`src/sv/sed_pkg.sv`:
```
`timescale 1ns / 1ps
// Package for the sparse Euclidean distance unit: sizes, command codes,
// controller states and the command and status bundles.
// Depends on nothing; every other file uses it.
package sed_pkg;

  localparam int MAX_NONZEROS = 64;
  localparam int COLUMN_BITS  = 16;

  localparam int COL_IN_W  = 16;
  localparam int VAL_W     = 16;
  localparam int DIST_W    = 24;
  localparam int SUM_W     = 48;
  localparam int SQ_W      = 32;
  localparam int COL_W     = (COLUMN_BITS < COL_IN_W) ? COLUMN_BITS : COL_IN_W;
  localparam int IDX_W     = (MAX_NONZEROS > 1) ? $clog2(MAX_NONZEROS) : 1;
  localparam int CNT_W     = $clog2(MAX_NONZEROS + 1);

  typedef logic [1:0] command_t;
  localparam command_t CMD_ADD_A  = 2'd0;
  localparam command_t CMD_ADD_B  = 2'd1;
  localparam command_t CMD_FINISH = 2'd2;

  typedef enum logic [3:0] {
    S_IDLE,
    S_LOAD_A,
    S_LOAD_B,
    S_CMP,
    S_ACC_PAIR,
    S_MISS_A,
    S_ACC_A,
    S_B_RD,
    S_B_SQ,
    S_ACC_B,
    S_SQ_INIT,
    S_SQRT,
    S_DONE
  } state_t;

  typedef struct packed {
    logic load_a;
    logic load_b;
    logic start;
    logic clr_j;
    logic clr_hit;
    logic cmp;
    logic miss_a;
    logic sq_b;
    logic acc;
    logic inc_i;
    logic inc_j;
    logic sq_init;
    logic sq_step;
    logic emit;
  } ctrl_cmd_t;

  typedef struct packed {
    logic na_zero;
    logic nb_zero;
    logic i_last;
    logic j_last;
    logic sqrt_last;
    logic out_busy;
  } ctrl_sts_t;

endpackage

```
`src/sv/sed_ctrl.sv`:
```
`timescale 1ns / 1ps
// Controller state machine: sequences loading, the pairwise walk, the
// square root and the result transfer. Depends on sed_pkg.
module sed_ctrl (
  input  logic               clk,
  input  logic               rst,
  input  logic               in_valid,
  input  logic [1:0]         in_command,
  output logic               in_ready,
  input  sed_pkg::ctrl_sts_t sts,
  output sed_pkg::ctrl_cmd_t cmd
);
  import sed_pkg::*;

  state_t state;
  state_t state_next;
  logic   take;

  assign in_ready = (state == S_IDLE);
  assign take     = in_valid && in_ready;

  // State register.
  always_ff @(posedge clk) begin
    if (rst) begin
      state <= S_IDLE;
    end else begin
      state <= state_next;
    end
  end

  // Next state.
  always_comb begin
    state_next = state;
    unique case (state)
      S_IDLE: begin
        if (take && in_command == CMD_FINISH) begin
          if (!sts.na_zero) state_next = S_LOAD_A;
          else if (!sts.nb_zero) state_next = S_B_RD;
          else state_next = S_SQ_INIT;
        end
      end
      S_LOAD_A:   state_next = sts.nb_zero ? S_MISS_A : S_LOAD_B;
      S_LOAD_B:   state_next = S_CMP;
      S_CMP:      state_next = S_ACC_PAIR;
      S_ACC_PAIR: state_next = sts.j_last ? S_MISS_A : S_LOAD_B;
      S_MISS_A:   state_next = S_ACC_A;
      S_ACC_A: begin
        if (!sts.i_last) state_next = S_LOAD_A;
        else if (!sts.nb_zero) state_next = S_B_RD;
        else state_next = S_SQ_INIT;
      end
      S_B_RD:     state_next = S_B_SQ;
      S_B_SQ:     state_next = S_ACC_B;
      S_ACC_B:    state_next = sts.j_last ? S_SQ_INIT : S_B_RD;
      S_SQ_INIT:  state_next = S_SQRT;
      S_SQRT:     state_next = sts.sqrt_last ? S_DONE : S_SQRT;
      S_DONE:     state_next = sts.out_busy ? S_DONE : S_IDLE;
      default:    state_next = S_IDLE;
    endcase
  end

  // Commands to the datapath.
  always_comb begin
    cmd = '0;
    unique case (state)
      S_IDLE: begin
        cmd.load_a = take && in_command == CMD_ADD_A;
        cmd.load_b = take && in_command == CMD_ADD_B;
        cmd.start  = take && in_command == CMD_FINISH;
      end
      S_LOAD_A: begin
        cmd.clr_j   = 1'b1;
        cmd.clr_hit = 1'b1;
      end
      S_CMP:      cmd.cmp = 1'b1;
      S_ACC_PAIR: begin
        cmd.acc   = 1'b1;
        cmd.inc_j = 1'b1;
      end
      S_MISS_A:   cmd.miss_a = 1'b1;
      S_ACC_A: begin
        cmd.acc   = 1'b1;
        cmd.inc_i = 1'b1;
        cmd.clr_j = 1'b1;
      end
      S_B_SQ:     cmd.sq_b = 1'b1;
      S_ACC_B: begin
        cmd.acc   = 1'b1;
        cmd.inc_j = 1'b1;
      end
      S_SQ_INIT:  cmd.sq_init = 1'b1;
      S_SQRT:     cmd.sq_step = 1'b1;
      S_DONE:     cmd.emit = !sts.out_busy;
      default:    cmd = '0;
    endcase
  end

endmodule

```
`config.mk`:
```
export PLATFORM = sky130hd
export DESIGN_NAME = sed_ctrl
export DESIGN_NICKNAME = d
export VERILOG_FILES = /design/src/sv/sed_pkg.sv /design/src/sv/sed_ctrl.sv
export SDC_FILE = /design/constraint.sdc
export NUM_CORES = 1
export LEC_CHECK = 0
export BUFFER_PORTS_ARGS = -buffer_cell sky130_fd_sc_hd__buf_2
export CAP_MARGIN = 20
export CELL_PAD_IN_SITES_DETAIL_PLACEMENT = 0
export CELL_PAD_IN_SITES_GLOBAL_PLACEMENT = 2
export CORE_MARGIN = 2
export CORE_UTILIZATION = 19
export CTS_CLUSTER_SIZE = 28
export DETAILED_ROUTE_END_ITERATION = 12
export PLACE_DENSITY = 0.74
export SLEW_MARGIN = 25
export SYNTH_ARGS = -nofsm -noshare
export SYNTH_HDL_FRONTEND = slang
export SYNTH_SLANG_ARGS = --single-unit
```
`constraint.sdc`:
```
create_clock -name clk -period 1.2 [get_ports clk]
set_input_delay 0.06 -clock clk [delete_from_list [all_inputs] [get_ports clk]]
set_output_delay 0.06 -clock clk [all_outputs]
set_load 0.02 [all_outputs]
```
**Word level (Yosys, flattened, before mapping)**

Index checks and enable logic that the tools add are counted.

- Logic and storage cells: 48
- Flip-flop bits (word level): 4
- Output and inout bits: 15
- Input bits: 11

- Eq/ne operators: 15
- Mux-type cells: 22
- Reduce and logical (&&, ||, !) cells: 10

Operators with widths:

| kind | number |
|---|---|
| $pmux 4 s13 | 1 |
| $mux 4 | 6 |
| $eq 4x4->1 const B | 5 |
| $eq 4x3->1 const B | 4 |
| $mux 3 | 4 |
| $mux 1 | 11 |
| $eq 4x2->1 const B | 2 |
| $eq 4x1->1 const B | 1 |
| $logic_and 1x1->1 | 4 |
| $logic_not 4->1 | 1 |
| $reduce_or 2->1 | 2 |
| $reduce_or 3->1 | 1 |
| $eq 2x1->1 const B | 1 |
| $eq 2x2->1 const B | 1 |
| $logic_not 2->1 | 1 |
| $ne 2x1->1 const B | 1 |
| $logic_not 1->1 | 1 |

**Logic depth before layout (Yosys ltp)**

Gate-level depths: netlist of run 1.

- Depth after elaboration: 5
- Depth in mapped cells: 5
- Depth with buffers taken out: 4

**Worst setup path after synthesis of run 1**

OpenSTA, ideal clock, no wires.

- Path kind: reg2out
- From: register state[0]
- To: output cmd[10] in the netlist's numbering
- Slack: -0.330 ns
- Arrival time: 1.470 ns
- Cell stages (with the launch flop): 5
- Buffers on the path: 1
- Required time: 1.140 ns
- Cell sequence: dfxtp_1 -> buf_2 -> nand2_1 -> nor3_1 -> or2_2

RTL lines:

| what | RTL line | source |
|---|---|---|
| start, declared | sed_ctrl.sv:15 | `state_t state;` |
| start signal, assigned | sed_ctrl.sv:27 | `state <= state_next;` |
| end, declared | sed_ctrl.sv:11 | `output sed_pkg::ctrl_cmd_t cmd` |

==> run metrics, run 1 <==
status finished, violations left; violated checks negative setup slack; vias in the first global route 711; final setup fails 19; critical path's slowest cell dfxtp_4; initial antenna violation count 0; Vias 745; Cell variety after synth 35; final worst-path cycle share 1.19; Power, Total 2.45 mW; total of flip-flops plus latches after synthesis 4; commonest cells after routing, fill and taps aside buf_4 (24), buf_6 (15), buf_2 (11); crit path DAT 1.37 ns; Startpoint Class flip-flop; Root Driver clkbuf_4; Post-synth top flop dfxtp_1; H-tree depth 1; Avg Synthesized Cell Area 6.88 sq um; DR DRC count 0; Ant. Diodes 0; post-route ant nets 0; sequential share of the synthesized area 0.162; crit path kind reg -> out; drt wl/cell 13.2 um; mapped cell area 495 sq um; max reg flops 4; clock skew 0.00192 ns; top cells by area, synth dfxtp_1 (16%), nand2b_1 (6.3%), nor2_1 (5.3%), a21oi_1 (5.1%), a31oi_1 (5.1%); layout cells sized above 1 0.724; Yosys top cell area share 0.162; Final HPWL DP 1410 um; number of synthesized flops with an enable pin 0; commonest non-fill, non-tap cell in the layout buf_4; # hold bufs at CTS 0; Port Buffers 25; router iterations before antenna repair 4; Setup WS pre-CTS -0.168 ns; GR Overflow Total 0; Total Routing Usage GR 0.149; CP max FO 7; Fin. Hold Viols 0; Worst VDD drop 0.944 mV; post-synth net total 83; pwr/cell area 2060 nW/um^2; final worst path period need 1.43 ns; maximum clock insertion buffer count 2; Worst Max-Slew Pin Slew 0.290 ns; Max-Slew Margin vs Limit 0.805; asr flop ratio synth 0; max cap viols 0; CP Cell Sequence nor4_4 -> and4bb_2 -> buf_6; Die H 55.1 um; Routability Congestion 0.828; first-pass GRT wire length 3130 um; CP delay by family, top simple AND/OR/NAND/NOR gates; setup TNS -2.49 ns; fmax 0.699 GHz; drt first-iter violations 2; biggest registers after layout state x4; CP Data Required Time 1.14 ns; FILL cells 249; area of the die 3030 sq um; Initial Util 0.200; CTS tree done; Sink Count 4; Hold Crit Class in -> reg; Synth Warn # 0; RSZ-0062 raised after global routing true; core area 2480 sq um; clock network latency to the later pin of the worst-skew pair 0.25 ns; Worst path max stage delay 0.37 ns; I/O pin count 26; Layout area overhead 139%; Total Wirelength 2020 um; CTS Buf Count 3; CP Capture Type output pin; # rows 18; Slew Viols, Final 0; Static Leak 0.531 nW; pin count of the biggest net entering global routing 9; Clock transition at path regs 0.04 ns; Die W 55.1 um; setup ws final -0.230 ns; Mapped Cells 72; CP Buf/Inv Count 1; Final Net Count 136; biggest area consumer among synthesized cells dfxtp_1; detail-routed via count per cell 4.87; largest register by flop count state
cell usage after synthesis, drive strengths merged, types with 2 or more instances:
cell type  instances
nor3               4
nor2b              2
nor3b              2
or2                2
buf                4
nand2              5
o21ai              3
a21oi              5
nand2b             5
nor4               2
a31oi              4
and3               2
dfxtp              4
inv                4
nor2               7
cell families (layout without fill, tap and decap cells):
logic type / count (synthesis) / count (layout) / synth area share
DFF: 4 / 4 / 0.162
AOI/OAI and AO/OA: 22 / 22 / 0.303
buffers and inverters: 9 / 60 / 0.0909
and+or+nand+nor: 37 / 37 / 0.444
cell type report:
cell class / count / area, sq um / area share
well taps: 30 / 37.5 / 0.0317
multi-input cells: 59 / 553 / 0.467
repair buffers: 53 / 459 / 0.388
inverters: 4 / 17.5 / 0.0148
clock buffers: 3 / 22.5 / 0.0190
flip-flops and latches: 4 / 95.1 / 0.0803
power by group:
group | leakage, nW | internal [mW] | switching, mW
clock network | 0.0138 | 0.113 | 0.0692
registers | 0.0356 | 0.199 | 0.114
logic | 0.482 | 1.07 | 0.878
total | 0.531 | 1.39 | 1.06
worst register-to-register path, delay by kind of cell, from the launching register on:
kind,cells,cell delay (ns)
AOI/OAI and AO/OA,3,0.48
buffers and inverters,3,0.40
DFF,1,0.36
what timing repair did:
action | in CTS | in global routing
pin swaps | 14 | 5
endpoints found under the hold margin | 0 | 0
setup buffers | 9 | 3
setup endpoints to repair | 19 | 19
resized for setup | 53 | 11
path summary, 6_finish.rpt:
kind               to  startpoint  slack [ns]  cells after the start
max           cmd[13]    state[3]       -0.23                      3
min          state[0]         rst        0.12                      3
max reg2reg  state[1]    state[2]       -0.12                      6
min reg2reg  state[0]    state[1]        0.69                      2
layer usage:
metal / track usage / wire (um)
met5: 0 / 0
met4: 0.0854 / 55
met3: 0.0215 / 97
met2: 0.272 / 1080
met1: 0.164 / 787
through the flow:
step	area, sq um	cells	util	hold WS, ns
finish	1180	153	0.478	0.119
global route	1180	153	0.478	0.146
CTS	1100	150	0.443	0.118
detailed placement	826	138	0.333	0.382
global placement	826	138	0.333	0.383
floorplan	556	72	-	0.209
(Power assumes the default switching activity.)
==> run 2, diff against run 1 <==
- CORE_UTILIZATION: 19 -> 20
- CTS_BUF_LIST: unset -> sky130_fd_sc_hd__clkbuf_4
- HOLD_SLACK_MARGIN: unset -> 0.06
- PLACE_DENSITY: 0.74 -> 0.77
==> run 2 against run 1 <==
Against the previous run: the flow still finishes with violations (negative setup slack); cell count down 1.3%; via count down 1.7%; sequential power up 2%; combinational power down 12%; cell area down 12%; worst hold slack better by 0.0016 ns; clock-buffer cell count unchanged; worst setup slack better by 0.022 ns; clock skew down 0.0012 ns; first-iteration DRC count rose to 5.5 times the previous value; register-to-register slack worse by 0.08 ns; sequential share of layout area up 1.1 points; largest power group unchanged.
==> run metrics, run 2 (same netlist as run 1, synthesis figures left out) <==
CP Capture Type output pin; Cells after DPL 139; largest register by flop count state; crit path kind reg -> out; Max-Slew Margin vs Limit 0.788; CTS tree done; R2R Setup Slk -0.20 ns; Initial Util 0.206; Startpoint Class flip-flop; Static Leak 0.484 nW; # rows 18; hold depth 3; drt wl/cell 12.6 um; Layout Cells excl Fill 151; max cap viols 0; Hold Crit Class in -> reg; drt first-iter violations 11; Port Buffers 25; vias in the first global route 642; Die H 53.8 um; Clock transition at path regs 0.04 ns; I/O pin count 26; initial antenna violation count 0; Worst path max stage delay 0.39 ns; Power, Total 2.22 mW; Total Wirelength 1910 um; detail-routed via count per cell 4.85; area of the die 2890 sq um; status finished, violations left; fmax 0.710 GHz; FILL cells 241; Final HPWL DP 1390 um; Min Hold Slack 0.120 ns; GR Overflow Total 0; Routability Congestion 0.858; maximum clock insertion buffer count 2; final setup fails 18; final worst-path cycle share 1.17; setup ws final -0.208 ns; Ant. Diodes 0; Root Driver clkbuf_4; Layout area overhead 110%; Vias 732; clock network latency to the later pin of the worst-skew pair 0.24 ns; layout cells sized above 1 0.678; biggest registers after layout state x4; commonest cells after routing, fill and taps aside buf_4 (32), buf_2 (10), buf_6 (9); RSZ-0062 raised after global routing true; clock skew 0.000722 ns; post-route ant nets 0; pwr/cell area 2140 nW/um^2; # hold bufs at CTS 0; Worst Reg-to-Reg Cells 5; crit path DAT 1.35 ns; Final Net Count 134; first-pass GRT wire length 2800 um; commonest non-fill, non-tap cell in the layout buf_4; final worst path period need 1.41 ns; worst hold path endpoint state[3]; core area 2410 sq um; DR DRC count 0; Die W 53.8 um; CP Cell Sequence buf_6 -> nor2b_4 -> a21oi_2 -> nor2_2 -> or2_4 -> buf_6; DP Area 808 sq um; H-tree depth 1; critical path's slowest cell dfxtp_4; Sink Count 4; CP max FO 6; Fin. Hold Viols 0; router iterations before antenna repair 4; Most common cell on crit path buf_6; Slew Viols, Final 0; max reg flops 4; Worst Max-Slew Pin Slew 0.318 ns; Worst VDD drop 1.09 mV; CTS Buf Count 3; violated checks negative setup slack; final instance area 1040 sq um; reg2reg start state[2]; FF-to-FF End state[2]; CP Data Required Time 1.14 ns; Hold Path Origin sts[4]; pin count of the biggest net entering global routing 13; Total Routing Usage GR 0.129
==> run 2: cell types whose count changed in the layout (fill, tap and decap cells not counted), moves of 2 or more <==
cell and delta:
nand2b_1 +2, buf_4 +8, buf_6 -6, nor2_1 +2, nor2_4 -2, buf_12 -2
==> run 2: repair_timing <==
action | in CTS | in global routing
buffers inserted | 6 | 3
pin swaps | 9 | 7
endpoints found under the setup margin | 19 | 19
gates resized for setup | 22 | 22
==> run 2: how the worst max path moves through the flow <==
stage              from  cells after the start  slack [ns]        to
2_1_floorplan  state[1]                      3       -0.06   cmd[12]
3_3_place_gp   state[1]                      4       -0.08  state[0]
3_5_place_dp   state[1]                      4       -0.13  state[2]
4_1_cts        state[0]                      3       -0.20   cmd[13]
5_1_grt        state[2]                      5       -0.26  state[2]
6_report       state[2]                      6       -0.21    cmd[5]
==> run 2: per-stage QoR <==
stage | setup WS, ns | setup TNS, ns | util
3_3_place_gp | -0.0801 | -0.417 | 0.335
3_5_place_dp | -0.129 | -0.623 | 0.335
4_1_cts | -0.202 | -2.21 | 0.389
6_report | -0.208 | -2.25 | 0.431
2_1_floorplan | -0.0570 | -0.292 | -
5_1_grt | -0.255 | -3.23 | 0.431
==> run 2: layout make-up <==
type	count	area, sq um	share of cell area
multi-input combinational	59	477	0.459
timing repair buffer	51	392	0.377
sequential	4	95.1	0.0916
tap	30	37.5	0.0361
clock buffer	3	22.5	0.0217
inverter	4	15.0	0.0145
==> run 2: metal layers <==
layer  vias up  track usage  wire length (um)
met5         -            0                 0
li1        366            -                 -
met1       339        0.175               813
met3         3      0.00278                74
met4         0       0.0256                19
met2        24        0.228              1000
==> run 2: critical path: cells and delay by family, from the launching register on <==
family                 cells  cell delay, ns
AND/OR/NAND/NOR            3            0.31
flip-flops                 1            0.39
AO/OA/AOI/OAI              1            0.13
buffers and inverters      2            0.27
==> run 2: power breakdown <==
group	leakage [nW]	internal, mW	total, mW	switching, mW
clock network	0.0138	0.113	0.178	0.0657
registers	0.0356	0.200	0.319	0.120
logic	0.434	0.971	1.72	0.751
total	0.484	1.28	2.22	0.936
==> run 3, diff against run 2 <==
- TNS_END_PERCENT: unset -> 30
==> run 3 against run 2 <==
Against the previous run: the run still ends with negative setup slack left; critical path type unchanged; sequential power is 13% lower; cell count is 2.0% lower; fmax is 0.90% higher; first-iteration DRC count is 9.1% lower; global-route usage is 3.0 points higher; worst setup slack better by 0.013 ns; sequential share of layout area hardly changed; power is 4.1% lower; largest power group unchanged; utilization is 1.4 points lower; critical path depth is 2 lower.
==> run metrics, run 3 (same netlist as run 1, synthesis figures left out) <==
status finished, violations left; violated checks negative setup slack; crit path DAT 1.34 ns; Total Wirelength 2060 um; Max-Slew Margin vs Limit 0.807; Root Driver clkbuf_4; Total Routing Usage GR 0.159; CP delay by family, top simple AND/OR/NAND/NOR gates; pwr/cell area 2120 nW/um^2; CP max FO 6; Layout Cells excl Fill 148; Slew Viols, Final 0; router iterations before antenna repair 4; Final Net Count 131; GR Overflow Total 0; Static Leak 0.465 nW; vias in the first global route 768; Crit. Startpoint state[1]; critical path's slowest cell dfxtp_2; final setup fails 18; Cells after DPL 134; CTS tree done; Worst Reg-to-Reg Cells 5; DR DRC count 0; setup ws final -0.195 ns; core area 2410 sq um; drt wl/cell 13.9 um; Worst Max-Slew Pin Slew 0.289 ns; drt first-iter violations 10; layout cells sized above 1 0.661; initial antenna violation count 0; Clock transition at path regs 0.04 ns; biggest registers after layout state x4; CP Capture Type output pin; Most common cell on crit path buf_6; final worst path period need 1.40 ns; clock network latency to the later pin of the worst-skew pair 0.23 ns; Worst VDD drop 1.67 mV; commonest cells after routing, fill and taps aside buf_4 (27), buf_2 (12), buf_6 (9); Startpoint Class flip-flop; FILL cells 240; commonest non-fill, non-tap cell in the layout buf_4; fmax 0.717 GHz; RSZ-0062 raised after global routing true; # rows 18; CP Data Required Time 1.14 ns; pin count of the biggest net entering global routing 8; crit path kind reg -> out; # hold bufs at CTS 0; largest register by flop count state; FF-to-FF End state[2]; clock skew 0.00128 ns; first-pass GRT wire length 3330 um; Initial Util 0.206; Sink Count 4; Die W 53.8 um; max reg flops 4; Hold Crit Class in -> reg; Setup WS pre-CTS -0.0673 ns; Layout area overhead 103%; post-route ant nets 0; Final HPWL DP 1390 um; Worst path depth 4; reg2reg start state[3]; max cap viols 0; final instance area 1010 sq um; Die H 53.8 um; Ant. Diodes 0; CP Buf/Inv Count 2; final worst-path cycle share 1.16; Critical Path End cmd[12]; maximum clock insertion buffer count 2; CTS Buf Count 3; Port Buffers 25; DP Area 766 sq um; I/O pin count 26; area of the die 2890 sq um; H-tree depth 1; Vias 747; detail-routed via count per cell 5.05; CP Cell Sequence buf_6 -> nor4_4 -> and4b_2 -> buf_6; Fin. Hold Viols 0; Routability Congestion 0.860; Worst path max stage delay 0.33 ns; R2R Setup Slk -0.12 ns
run 3: cell count changes in the layout (fill, tap and decap cells not counted), sizes merged:
| cell | previous run | this run |
|---|---|---|
| buf | 51 | 48 |
run 3: power breakdown:
group	total [mW]	switching (mW)	internal [mW]
logic	1.69	0.810	0.877
registers	0.278	0.0830	0.195
clock network	0.164	0.0525	0.112
run 3: routing by layer:
metal,share of wire,vias up,track usage
met5,0,-,0
met4,0.020,0,0.0641
met3,0.066,4,0.0333
met2,0.50,30,0.276
met1,0.41,352,0.188
li1,-,361,-
run 3: stage by stage:
step	hold slack (ns)	total power [mW]	TNS [ns]	util
final	0.154	2.13	-1.64	0.417
after detailed placement	0.385	1.45	-0.415	0.318
after global placement	0.393	1.46	-0.419	0.318
after global routing	0.171	2.28	-2.88	0.417
after CTS	0.146	2.03	-2.17	0.393
after floorplan	0.209	1.07	-0.307	-
run 3: worst min-delay path, delay by kind of cell:
family | cells | cell delay, ns
buffers and inverters | 1 | 0.13
AO/OA/AOI/OAI | 1 | 0.08
AND/OR/NAND/NOR | 1 | 0.06
run 3: final cells by class:
type | count | area [sq um] | area share
Multi-Input combinational cell | 59 | 474 | 0.471
Timing Repair Buffer | 48 | 364 | 0.362
Sequential cell | 4 | 92.6 | 0.0920
Tap cell | 30 | 37.5 | 0.0373
Clock buffer | 3 | 22.5 | 0.0224
Inverter | 4 | 15.0 | 0.0149
run 3: how the worst min path moves through the flow:
stage                       from  endpoint  slack (ns)  cells past startpoint
after floorplan           sts[0]    cmd[0]        0.21                      1
after global placement       rst  state[2]        0.39                      3
after detailed placement  sts[4]  state[3]        0.39                      3
after CTS                 sts[4]  state[3]        0.15                      3
after global routing      sts[4]  state[3]        0.17                      3
final                     sts[4]  state[3]        0.15                      3
run 3: what timing repair did:
| action | 4_1_cts | 5_1_grt |
|---|---|---|
| resized for setup | 30 | 13 |
| setup endpoints to repair | 19 | 19 |
| pin swaps | 8 | 4 |
| buffers inserted | 9 | 2 |
